## config.mk

```make
export PLATFORM = sky130hd
export DESIGN_NAME = meb_mac
export DESIGN_NICKNAME = d
export VERILOG_FILES = /design/src/sv/meb_pkg.sv /design/src/sv/meb_mac.sv
export SDC_FILE = /design/constraint.sdc
export NUM_CORES = 2
export LEC_CHECK = 0
export BUFFER_PORTS_ARGS = -buffer_cell sky130_fd_sc_hd__buf_2
export CORE_AREA = 10 10 349 250
export CTS_BUF_LIST = sky130_fd_sc_hd__clkbuf_2
export DETAILED_ROUTE_END_ITERATION = 6
export DIE_AREA = 0 0 359 260
export PLACE_DENSITY = 0.9
export SETUP_SLACK_MARGIN = 0.2
export SYNTH_ARGS = -nofsm -noshare
export SYNTH_HDL_FRONTEND = slang
export SYNTH_SLANG_ARGS = --single-unit
```

## constraint.sdc

```tcl
create_clock -name clock -period 13.4 [get_ports clock]
set_input_delay 0.67 -clock clock [delete_from_list [all_inputs] [get_ports clock]]
set_output_delay 0.67 -clock clock [all_outputs]
set_load 0.01 [all_outputs]
```

## src/sv/meb_pkg.sv

```systemverilog
`timescale 1ns / 1ps
// meb_pkg: constants, state and control types of the escape band block
// no dependencies; imported by meb_mac, meb_seq, mandelbrot_escape_band and tb_mandelbrot_escape_band
package meb_pkg;

   localparam int ITER_LIMIT     = 1000;
   localparam int FRAC_BITS      = 58;
   localparam int BAND_DIV       = 124;
   localparam int NO_ESCAPE_BAND = 9;
   localparam int ESC_RADIUS_SQ  = 10;

   localparam int WORD_W  = 64;
   localparam int HALF_W  = WORD_W / 2;
   localparam int WIDE_W  = 2 * WORD_W;
   localparam int BAND_W  = 4;
   localparam int STEP_W  = $clog2(ITER_LIMIT + 1);
   localparam int SUB_W   = $clog2(BAND_DIV + 1);
   localparam int PART_W  = 2;
   localparam int CNT_W   = 3;
   localparam int MAC_LAST = 4;

   localparam logic [WIDE_W-1:0] ESC_LIMIT =
      WIDE_W'(ESC_RADIUS_SQ) << (2 * FRAC_BITS);

   typedef enum logic [6:0] {
      ST_IDLE = 7'b0000001,
      ST_MXY  = 7'b0000010,
      ST_UPT  = 7'b0000100,
      ST_UPZ  = 7'b0001000,
      ST_MSX  = 7'b0010000,
      ST_MSY  = 7'b0100000,
      ST_CHK  = 7'b1000000
   } state_type;

   typedef enum logic [1:0] {
      OP_XY = 2'd0,
      OP_SX = 2'd1,
      OP_SY = 2'd2
   } op_sel_type;

   typedef struct packed {
      logic              load;
      logic              mac_clear;
      logic              mac_issue;
      logic [PART_W-1:0] mac_part;
      op_sel_type        op_sel;
      logic              upd_t;
      logic              upd_z;
      logic              save_sx;
      logic              save_sy;
   } ctrl_type;

   typedef struct packed {
      logic sat;
      logic esc;
   } status_type;

endpackage

```

## src/sv/meb_mac.sv

```systemverilog
`timescale 1ns / 1ps
// meb_mac: shared 32x32 multiplier with registered product and 128-bit accumulator
// forms a 64x64 unsigned product from four partial products; uses meb_pkg
module meb_mac
   import meb_pkg::*;
(
   input  logic              clock,
   input  logic              reset,
   input  logic [WORD_W-1:0] op_a,
   input  logic [WORD_W-1:0] op_b,
   input  logic              clear,
   input  logic              issue,
   input  logic [PART_W-1:0] part,
   output logic [WIDE_W-1:0] acc
);

   logic [HALF_W-1:0] a_half;
   logic [HALF_W-1:0] b_half;
   logic [WORD_W-1:0] prod_ff, prod_in;
   logic [1:0]        shift_ff, shift_in;
   logic              vld_ff;
   logic [WIDE_W-1:0] acc_ff, acc_in;
   logic [6:0]        shamt;

   assign a_half   = part[1] ? op_a[WORD_W-1:HALF_W] : op_a[HALF_W-1:0];
   assign b_half   = part[0] ? op_b[WORD_W-1:HALF_W] : op_b[HALF_W-1:0];
   assign prod_in  = WORD_W'(a_half) * WORD_W'(b_half);
   assign shift_in = 2'(part[1]) + 2'(part[0]);
   assign shamt    = {shift_ff, 5'b0};

   always_comb begin
      acc_in = acc_ff;
      if (clear) begin
         acc_in = '0;
      end else if (vld_ff) begin
         acc_in = acc_ff + (WIDE_W'(prod_ff) << shamt);
      end
   end

   always_ff @(posedge clock) begin
      prod_ff  <= prod_in;
      shift_ff <= shift_in;
      acc_ff   <= acc_in;
      if (reset) begin
         vld_ff <= 1'b0;
      end else begin
         vld_ff <= issue;
      end
   end

   assign acc = acc_ff;

   // clearing never drops a pending partial product
   a_clear_drained: assert property (@(posedge clock) disable iff (reset)
      clear |-> !vld_ff) else $error("accumulator cleared with partial in flight");
   // an issued partial product is registered with its valid flag on the next edge
   a_issue_adds: assert property (@(posedge clock) disable iff (reset)
      issue && !clear |=> vld_ff) else $error("issued partial not accumulated");
   // the top partial never lands above 2^64 alignment
   a_shift_range: assert property (@(posedge clock) disable iff (reset)
      vld_ff |-> shift_ff != 2'd3) else $error("bad partial alignment");

endmodule

```

==> run summary <==
============================================================================================
Outcome                                                                         complete, but fails checks
Failing checks                                                                  design-rule violations
Worst Min Path Start                                                                   clear
Core outline area                                                                  80100 um2
Clock tree from TritonCTS                                                              built
Sum of overflow across all layers after global routing                                     0
Initial standard-cell utilization of the core                                          60.6%
Basic-gate share of the synthesized area counting and, or, nand and nor cells          15.9%
Area share of fa/ha/maj cells after synthesis                                          47.0%
Most frequent cell on the critical path                                         sky130_fd_sc_hd__fa_1
Largest stage delay on the critical path                                              910 ps
Critical path arrival                                                               10360 ps
Gate family responsible for the most delay along the worst path                  adder cells
Origin of the critical flop-to-flop path                                        shift_ff[0]$_DFF_P_
Clock slew seen by the registers of the worst setup and hold paths                    380 ps
Final critical-path required period                                                  9500 ps
Critical path class                                                             input port to flip-flop
Total routing usage reported by global routing                                         37.3%
Largest family of logic cells by synthesized area                                adder cells
Post-Syn Area                                                                      48600 um2
Worst clock skew on the final layout                                                 75.7 ps
Worst skew pair latency                                                              1000 ps
First-pass GRT wire length                                                         267000 um
Count of input and output buffers                                                        261
Final wirelength                                                                   180000 um
Setup Total Neg Slack                                                                   0 ps
Worst slew margin                                                                      24.9%
Detail-routed via count per cell                                                        6.49
Total CTS buffers                                                                         17
Number of nets with antenna violations after detailed routing                              0
Number of warnings reported in the yosys synthesis log                                     0
Crit Path Max Fanout                                                                      59
Cell chosen for the clock root                                                  sky130_fd_sc_hd__clkbuf_2
Number of global-route vias before repair                                              44646
CTS H-Tree Depth                                                                           4
First DRT Iteration DRCs                                                                6701
Primary FF master, synth                                                        sky130_fd_sc_hd__dfxtp_1
Class of the most critical hold timing path                                     input port to flip-flop
Fraction of registers with async set/reset                                                0%
Number of iterations in the first detailed-routing pass                                    7
Post-synth cell types                                                                     94
Final setup viols                                                                          0
Sort of element at the end of the critical path                                    flip-flop
Antenna violations before repair                                                          14
Number of flops mapped to enable cells by yosys                                            0
Number of primary I/O pins                                                               262
Post-Synthesis Mean Instance Area                                                   8.40 um2
Worst slew pin tran                                                                  1100 ps
Number of clock sinks                                                                    195
Vias after detailed routing                                                            44940
Final max-slew violation count                                                             0
Sequential fraction of the synthesis area                                              8.03%
Leading cell types in the layout, fill and taps excluded                        sky130_fd_sc_hd__inv_1 (910), sky130_fd_sc_hd__fa_1 (897), sky130_fd_sc_hd__nor2_1 (851), sky130_fd_sc_hd__nand2_1 (667), sky130_fd_sc_hd__ha_1 (391)
Fraction of the cycle the final worst path needs                                       70.9%
Wirelength per Cell                                                                  26.0 um
Area added between synthesis and finish                                                5.10%
Number of hold violations in the final report                                              0
Share of cell area taken by muxes after synthesis                                      4.82%
Proportion of layout cells with a drive suffix above 1                                 9.08%
Net count after synthesis                                                               7210
Die height                                                                            260 um
Post-detailed-placement half-perimeter wirelength                                  145000 um
Gate Count Post-Synth                                                                   5788
Timing startpoint of the critical path                                               part[0]
Bufs on Longest Clock Path                                                                 2
Kind of start point of the critical path                                          input port
Area of the die                                                                    93300 um2
Count of maximum capacitance violations                                                    0
Combined buffer and inverter count along the critical path                                 6
Number of storage elements in the synthesis netlist                                      195
Remaining routing DRC violations                                                           2
Final weighted congestion of routability-driven global placement                        1.08
Count of standard-cell rows                                                               87
Highest achievable clock rate                                                        105 MHz
Most common cell after layout, fill and taps aside                              sky130_fd_sc_hd__inv_1
Overall die width                                                                     359 um
Synthesized-area fraction occupied by ao, oa, aoi and oai cells                        11.6%
XOR/XNOR Fraction of Synth Area                                                        3.10%
Number of gates resized after cts                                                          0
Worst-path cell with the longest stage delay                                    sky130_fd_sc_hd__mux2_2
Pin count of the biggest net entering global routing                                      63
Net total in the final layout                                                           7259
Critical path required time                                                         14260 ps
Setup repair after global routing missed its margin                                    false
============================================================================================
[logic make-up after synthesis]
family / after synthesis
adders and majority gates: 1288
buffers and inverters: 1217
DFF: 195
and+or+nand+nor: 1840
AOI/OAI and AO/OA: 850
xor gates and xnor gates: 172
muxes: 226
[area by class of cell]
class	instances	area (um2)
Antenna cell	10	25.0
Clock buffer	17	85.1
Clock inverter	15	145
Fill cell	6650	29000
Inverter	911	3420
Multi-Input combinational cell	4376	40300
Sequential cell	195	3910
Tap cell	1068	1340
Timing Repair Buffer	336	1880
[layer usage]
metal | global-route usage [%] | vias to the layer above | share of wire (%)
met1 | 48.0 | 21619 | 36
li1 | - | 18464 | -
met2 | 51.1 | 3851 | 39
met4 | 18.5 | 14 | 6.5
met3 | 19.0 | 992 | 18
met5 | 0.464 | - | 0.088
[what timing repair did]
| item | in CTS | in global routing |
|---|---|---|
| hold buffers | 3 | 0 |
| endpoints found under the hold margin | 3 | 0 |
| setup buffers | 0 | 0 |
[sequential cells by signal (all words and copies together), names as in the netlist]
name	count
acc	128
prod_ff	64
shift_ff	2
vld_ff	1
[synthesized netlist by cell type, drive strengths merged, types with 17 or more instances]
cell type / n / area share [%]
clkbuf: 246 / 1.9
mux2: 63 / 1.5
inv: 910 / 7.0
dfxtp: 195 / 8.0
o21ai: 179 / 1.9
and3: 17 / 0.22
a21o: 110 / 1.7
nand3: 28 / 0.30
nand2: 668 / 5.2
a211oi: 18 / 0.32
nand4: 89 / 1.2
xor2: 65 / 1.2
fa: 897 / 37
xnor2: 107 / 1.9
o21bai: 66 / 1.0
a31oi: 25 / 0.41
nor2: 854 / 6.6
mux2i: 163 / 3.4
nor2b: 20 / 0.26
ha: 391 / 10
and2: 53 / 0.69
a22o: 34 / 0.61
nor3: 35 / 0.36
buf: 60 / 0.59
a21oi: 270 / 2.8
o21a: 27 / 0.42
[path summary, 6_finish.rpt]
path,endpoint,cells past startpoint,slack [ps]
worst max-delay path,prod_ff[61]$_DFF_P_,28,3900
worst min-delay path,acc[58]$_SDFFE_PP0P_,2,130
worst max register to register,acc[121]$_SDFFE_PP0P_,14,7610
worst min register to register,acc[40]$_SDFFE_PP0P_,2,500
[stage by stage]
step           worst slack, ps  area [um2]  hold WS [ps]  cells  util [%]
2_1_floorplan             4480       48600           485   5788         -
3_3_place_gp              3760       50800           457   6883      63.4
3_5_place_dp              3620       50800           473   6883      63.4
4_1_cts                   4160       51000          93.9   6918      63.7
5_1_grt                   3660       51100          88.0   6920      63.7
6_report                  3900       51100           130   6928      63.7
Power is left out: the tool's default activity adds up to more than one toggle a clock period on the data nets, which glitch-free logic cannot reach.
