File: config.mk
export PLATFORM = sky130hd
export DESIGN_NAME = meb_seq
export DESIGN_NICKNAME = d
export VERILOG_FILES = /design/src/sv/meb_pkg.sv /design/src/sv/meb_seq.sv
export SDC_FILE = /design/constraint.sdc
export NUM_CORES = 1
export LEC_CHECK = 0
export BUFFER_PORTS_ARGS = -buffer_cell sky130_fd_sc_hd__buf_2
export CORE_MARGIN = 4
export CORE_UTILIZATION = 33
export CTS_CLUSTER_DIAMETER = 100
export DETAILED_ROUTE_END_ITERATION = 10
export GPL_TIMING_DRIVEN = 0
export SLEW_MARGIN = 20
export SYNTH_ARGS = -nofsm -noshare
export SYNTH_HDL_FRONTEND = slang
export SYNTH_SLANG_ARGS = --single-unit
File: constraint.sdc
create_clock -name clock -period 2.82 [get_ports clock]
set_clock_uncertainty 0.05 [all_clocks]
set_input_delay 0.282 -clock clock [delete_from_list [all_inputs] [get_ports clock]]
set_output_delay 0.282 -clock clock [all_outputs]
set_load 0.01 [all_outputs]
File: src/sv/meb_pkg.sv
`timescale 1ns / 1ps
// meb_pkg: constants, state and control types of the escape band block
// no dependencies; imported by meb_mac, meb_seq, mandelbrot_escape_band and tb_mandelbrot_escape_band
package meb_pkg;

   localparam int ITER_LIMIT     = 1000;
   localparam int FRAC_BITS      = 58;
   localparam int BAND_DIV       = 124;
   localparam int NO_ESCAPE_BAND = 9;
   localparam int ESC_RADIUS_SQ  = 10;

   localparam int WORD_W  = 64;
   localparam int HALF_W  = WORD_W / 2;
   localparam int WIDE_W  = 2 * WORD_W;
   localparam int BAND_W  = 4;
   localparam int STEP_W  = $clog2(ITER_LIMIT + 1);
   localparam int SUB_W   = $clog2(BAND_DIV + 1);
   localparam int PART_W  = 2;
   localparam int CNT_W   = 3;
   localparam int MAC_LAST = 4;

   localparam logic [WIDE_W-1:0] ESC_LIMIT =
      WIDE_W'(ESC_RADIUS_SQ) << (2 * FRAC_BITS);

   typedef enum logic [6:0] {
      ST_IDLE = 7'b0000001,
      ST_MXY  = 7'b0000010,
      ST_UPT  = 7'b0000100,
      ST_UPZ  = 7'b0001000,
      ST_MSX  = 7'b0010000,
      ST_MSY  = 7'b0100000,
      ST_CHK  = 7'b1000000
   } state_type;

   typedef enum logic [1:0] {
      OP_XY = 2'd0,
      OP_SX = 2'd1,
      OP_SY = 2'd2
   } op_sel_type;

   typedef struct packed {
      logic              load;
      logic              mac_clear;
      logic              mac_issue;
      logic [PART_W-1:0] mac_part;
      op_sel_type        op_sel;
      logic              upd_t;
      logic              upd_z;
      logic              save_sx;
      logic              save_sy;
   } ctrl_type;

   typedef struct packed {
      logic sat;
      logic esc;
   } status_type;

endpackage

File: src/sv/meb_seq.sv
`timescale 1ns / 1ps
// meb_seq: sequencer for one escape-time point, step and band counters
// drives meb_mac and the datapath in mandelbrot_escape_band; uses meb_pkg
module meb_seq
   import meb_pkg::*;
(
   input  logic              clock,
   input  logic              reset,
   input  logic              start,
   input  status_type        status,
   output ctrl_type          ctrl,
   output logic              busy,
   output logic              rsp_valid,
   output logic [BAND_W-1:0] rsp_band
);

   state_type         state_ff, state_in;
   logic [CNT_W-1:0]  cnt_ff, cnt_in;
   logic [STEP_W-1:0] step_ff, step_in;
   logic [SUB_W-1:0]  sub_ff, sub_in;
   logic [BAND_W-1:0] bcnt_ff, bcnt_in;
   logic              rsp_valid_ff, rsp_valid_in;
   logic [BAND_W-1:0] rsp_band_ff, rsp_band_in;
   logic              accept;
   logic              mac_last;

   assign accept   = start && (state_ff == ST_IDLE);
   assign mac_last = (cnt_ff == CNT_W'(MAC_LAST));

   always_comb begin
      state_in     = state_ff;
      cnt_in       = cnt_ff;
      step_in      = step_ff;
      sub_in       = sub_ff;
      bcnt_in      = bcnt_ff;
      rsp_valid_in = 1'b0;
      rsp_band_in  = rsp_band_ff;
      ctrl         = '0;
      ctrl.op_sel  = OP_XY;
      ctrl.mac_issue = (cnt_ff < CNT_W'(MAC_LAST));
      ctrl.mac_clear = (cnt_ff == '0);
      ctrl.mac_part  = cnt_ff[PART_W-1:0];
      case (state_ff)
         ST_IDLE: begin
            ctrl.mac_issue = 1'b0;
            ctrl.mac_clear = 1'b0;
            if (accept) begin
               ctrl.load = 1'b1;
               cnt_in    = '0;
               step_in   = '0;
               sub_in    = '0;
               bcnt_in   = '0;
               state_in  = ST_MXY;
            end
         end
         ST_MXY, ST_MSX, ST_MSY: begin
            if (state_ff == ST_MSX) begin
               ctrl.op_sel = OP_SX;
            end else if (state_ff == ST_MSY) begin
               ctrl.op_sel = OP_SY;
               // square of x is in the accumulator on entry
               ctrl.save_sx = (cnt_ff == '0);
            end
            cnt_in = cnt_ff + CNT_W'(1);
            if (mac_last) begin
               cnt_in = '0;
               case (state_ff)
                  ST_MXY:  state_in = ST_UPT;
                  ST_MSX:  state_in = ST_MSY;
                  default: state_in = ST_CHK;
               endcase
            end
         end
         ST_UPT: begin
            ctrl.mac_issue = 1'b0;
            ctrl.mac_clear = 1'b0;
            ctrl.upd_t     = 1'b1;
            state_in       = ST_UPZ;
         end
         ST_UPZ: begin
            ctrl.mac_issue = 1'b0;
            ctrl.mac_clear = 1'b0;
            ctrl.upd_z     = 1'b1;
            if (status.sat) begin
               rsp_valid_in = 1'b1;
               rsp_band_in  = bcnt_ff;
               state_in     = ST_IDLE;
            end else begin
               state_in = ST_MSX;
            end
         end
         ST_CHK: begin
            ctrl.mac_issue = 1'b0;
            ctrl.mac_clear = 1'b0;
            ctrl.save_sy   = 1'b1;
            if (status.esc) begin
               rsp_valid_in = 1'b1;
               rsp_band_in  = bcnt_ff;
               state_in     = ST_IDLE;
            end else if (step_ff == STEP_W'(ITER_LIMIT - 1)) begin
               rsp_valid_in = 1'b1;
               rsp_band_in  = BAND_W'(NO_ESCAPE_BAND);
               state_in     = ST_IDLE;
            end else begin
               step_in = step_ff + STEP_W'(1);
               if (sub_ff == SUB_W'(BAND_DIV - 1)) begin
                  sub_in  = '0;
                  bcnt_in = bcnt_ff + BAND_W'(1);
               end else begin
                  sub_in = sub_ff + SUB_W'(1);
               end
               state_in = ST_MXY;
            end
         end
         default: begin
            ctrl.mac_issue = 1'b0;
            ctrl.mac_clear = 1'b0;
            state_in       = ST_IDLE;
         end
      endcase
   end

   always_ff @(posedge clock) begin
      if (reset) begin
         state_ff     <= ST_IDLE;
         cnt_ff       <= '0;
         step_ff      <= '0;
         sub_ff       <= '0;
         bcnt_ff      <= '0;
         rsp_valid_ff <= 1'b0;
         rsp_band_ff  <= '0;
      end else begin
         state_ff     <= state_in;
         cnt_ff       <= cnt_in;
         step_ff      <= step_in;
         sub_ff       <= sub_in;
         bcnt_ff      <= bcnt_in;
         rsp_valid_ff <= rsp_valid_in;
         rsp_band_ff  <= rsp_band_in;
      end
   end

   assign busy      = (state_ff != ST_IDLE);
   assign rsp_valid = rsp_valid_ff;
   assign rsp_band  = rsp_band_ff;

   // a word goes out only as the sequencer drops back to idle
   a_rsp_idle: assert property (@(posedge clock) disable iff (reset)
      rsp_valid_ff |-> state_ff == ST_IDLE) else $error("word out while busy");
   // an accepted point starts with the cross product
   a_accept_mxy: assert property (@(posedge clock) disable iff (reset)
      start && !busy |=> state_ff == ST_MXY && step_ff == '0)
      else $error("accepted point did not start");
   // band is an escape band or the no-escape code
   a_band_range: assert property (@(posedge clock) disable iff (reset)
      rsp_valid_ff |-> rsp_band_ff <= BAND_W'(NO_ESCAPE_BAND))
      else $error("band out of range");
   // step counter never passes the iteration limit
   a_step_range: assert property (@(posedge clock) disable iff (reset)
      step_ff < STEP_W'(ITER_LIMIT)) else $error("step count past limit");
   // partial counter stays within the multiply sweep
   a_cnt_range: assert property (@(posedge clock) disable iff (reset)
      cnt_ff <= CNT_W'(MAC_LAST)) else $error("partial counter out of range");

endmodule

==> flow_summary.toml <==
[logic_synthesis]
synth_top_area_share_pct = 38.1
synthTopCellsByArea = "dfxtp_1 (38%), a21oi_1 (6.1%), nand3_1 (5.6%)"
syn-num-nets = 245
avgSynthCellArea_sq_um = 8.05
syn_inst = 235
synth_warnings = 0
synth-main-ff-cell = "dfxtp_1"
synth_top_area_cell = "dfxtp_1"
ys_seq_area_share_pct = 38.1
ys_ff_latch = 36
synth.distinct_cells = 43
async_flop_share_pct = 0
synth_edf_count = 0
synth_area_sq_um = 1890

[pwr]
clockPowerShare_pct = 44.1
ir_worst_vdd_v = 0.000289
power.internal_w = 0.000806
p_leak_nw = 0.862
p_seq_share_pct = 47.5
switchingPower_w = 0.000277
total_power_w = 0.00108
swShare_pct = 25.6
pwr-share-comb_pct = 8.5
p_per_area_nw_per_um2 = 493

[critical_path]
path_class = "reg2out"
arrival_ps = 2050
critPathMaxFanout = 6
end_kind = "output pin"
cp-start-kind = "flip-flop"
required_ps = 2490

[die]
rows = 27
start_util_pct = 34.1
chipHeight_microns = 83.7
boundaryPins = 22
die_area_sq_um = 7010
die_w_microns = 83.7
coreArea_sq_um = 5540

[grt]
grt_pass1_wl_mm = 7.43
grt_overflow = 0
grt_max_degree = 14
grt_usage_pct = 12.9
grt_pass1_vias = 1603
grt_antenna_before_repair = 0

[cells_and_area]
fillers = 600
antenna_cells = 0
nets = 272
area.growth.synth_to_final_pct = 16.1
final_cells = 335
fin_util_pct = 39.7
final_area_sq_um = 2200
drive_gt1_share_pct = 14.1

[route]
drtAntennaViolNets = 0
routedWlPerCell_microns = 13.4
drc_errors = 0
via_per_inst = 5.34
drt_iter0_drc = 81
vias = 1788
first_pass_iters = 4
drt-total-wl_mm = 4.48

[placed_design]
gp_congestion = 0.768
post_dp_cell_area_sq_um = 2080
dpl.cell_count = 327
dpl.hpwl_mm = 3.22
io_buffers = 20

[timing]
tns_ps = 0
finalMaxSlewViolations = 0
max_freq_mhz = 419
hold_viol_final = 0
worst_pin_slew_ps = 699
setup_violations = 0
rsz0062_at_grt = "no"
finalCriticalPeriod_ps = 2380
slew-limit-headroom_pct = 53.0
period_share_pct = 84.6

[clock_network]
ctsRootBufferMaster = "clkbuf_8"
cts_buffers = 5
postCtsHoldBufs = 0
cts_buffer_depth = 2
cts_tree = "yes"
insertion_delay_ps = 290
post_cts_buffers = 0
ctsHtreeMaxLevel = 2
cts.sink_count = 36
cts-resized-gates = 0
clk_pin_slew_ps = 80

[hold_path]
hold_class = "in2reg"

[flow_run]
maxCapViolCount = 0

[outcome]
outcome = "complete, no violations"
## sequential cells by signal, summed over array words and instances (netlist names)
name       count
bcnt_ff        4
cnt_ff         3
rsp_band       4
rsp_valid      1
state_ff       7
step_ff       10
sub_ff         7
## cells by family (layout without fill, tap and decap cells)
| kind of cell | count (synthesis) | count (layout) | share of synthesized area [%] |
|---|---|---|---|
| DFF | 36 | 36 | 38.1 |
| xor gates and xnor gates | 7 | 7 | 3.24 |
| AOI/OAI and AO/OA | 54 | 54 | 18.7 |
| and+or+nand+nor | 109 | 109 | 30.8 |
| adders and majority gates | 5 | 5 | 3.31 |
| buffers and inverters | 24 | 52 | 5.82 |
## path summary, 6_finish.rpt
check / from / endpoint / slack, ps / cells after the start
setup / recovery: state_ff[2]$_SDFFE_PP0P_ / ctrl[4] / 440 / 5
hold / removal: status[0] / bcnt_ff[1]$_SDFFE_PP0P_ / 190 / 2
setup reg to reg: step_ff[0]$_SDFFE_PP0P_ / sub_ff[3]$_SDFFE_PP0P_ / 440 / 8
hold reg to reg: rsp_band[3]$_SDFFE_PP0P_ / rsp_band[3]$_SDFFE_PP0P_ / 410 / 2
## power by group through the flow
stage	logic, W	clock network, W	registers, W
2_1_floorplan	0.0000628	0	0.000525
3_3_place_gp	0.0000911	0	0.000526
3_5_place_dp	0.0000919	0	0.000526
4_1_cts	0.0000923	0.000485	0.000514
5_1_grt	0.000102	0.000502	0.000514
6_report	0.0000918	0.000477	0.000514
## critical path: stages (launching register included)
cell,delay [ps]
dfxtp_1,360
or2_1,230
clkbuf_1,160
or3_1,380
nor4b_1,410
buf_2,210
## stage by stage
stage	setup WS, ps	hold WS [ps]
after floorplan	698	333
after global placement	486	389
after detailed placement	467	395
after CTS	419	191
after global routing	137	210
final	435	192
## cells in the mapped netlist, types with 2 or more instances
library cell and count:
or4_1 4, a211oi_1 2, o21ai_0 7, o31ai_1 5, clkbuf_2 2, nand2_1 19
clkbuf_1 6, or3_1 5, nor3_1 8, a21oi_1 23, and3_1 3, nand3b_1 4
dfxtp_1 36, inv_1 10, nand2b_1 5, a22oi_1 2, ha_1 5, and3b_1 2
buf_4 2, o32ai_1 2, nor2_1 19, nor4b_1 3, nand3_1 21, nor4_1 3
buf_2 2, o211ai_1 6, nand4_1 5, and2_1 2, xor2_1 7, o211a_1 2
## layout by cell type, fill, tap and decap left out, drive strengths merged, types with 3 or more instances in the layout
master	instances
nand2	19
ha	5
clkbuf	13
nor4b	3
nor2	19
buf	25
nand3	21
nand3b	4
nor4	3
and3	3
nor3	8
o211ai	6
a21oi	23
nand2b	5
a211oi	3
inv	11
o21ai	8
or3	5
dfxtp	36
xor2	7
or4	4
nand4	5
o31ai	5
## layer usage
| metal | track usage (%) | vias up | wire length (microns) |
|---|---|---|---|
| li1 | - | 907 | - |
| met1 | 17.4 | 835 | 2250 |
| met2 | 20.1 | 40 | 2020 |
| met3 | 2.67 | 6 | 143 |
| met4 | 5.26 | 0 | 67 |
| met5 | 0 | - | 0 |
## cell type report
type	instances	area (sq um)	share of cell area (%)
Buffer	13	68.8	3.13
Clock inverter	3	46.3	2.11
Clock buffer	5	68.8	3.13
Inverter	11	41.3	1.88
Tap cell	72	90.1	4.10
Sequential cell	36	721	32.8
Timing Repair Buffer	20	100	4.56
Multi-Input combinational cell	175	1060	48.3
No activity file was read; power rests on OpenSTA's default activity.
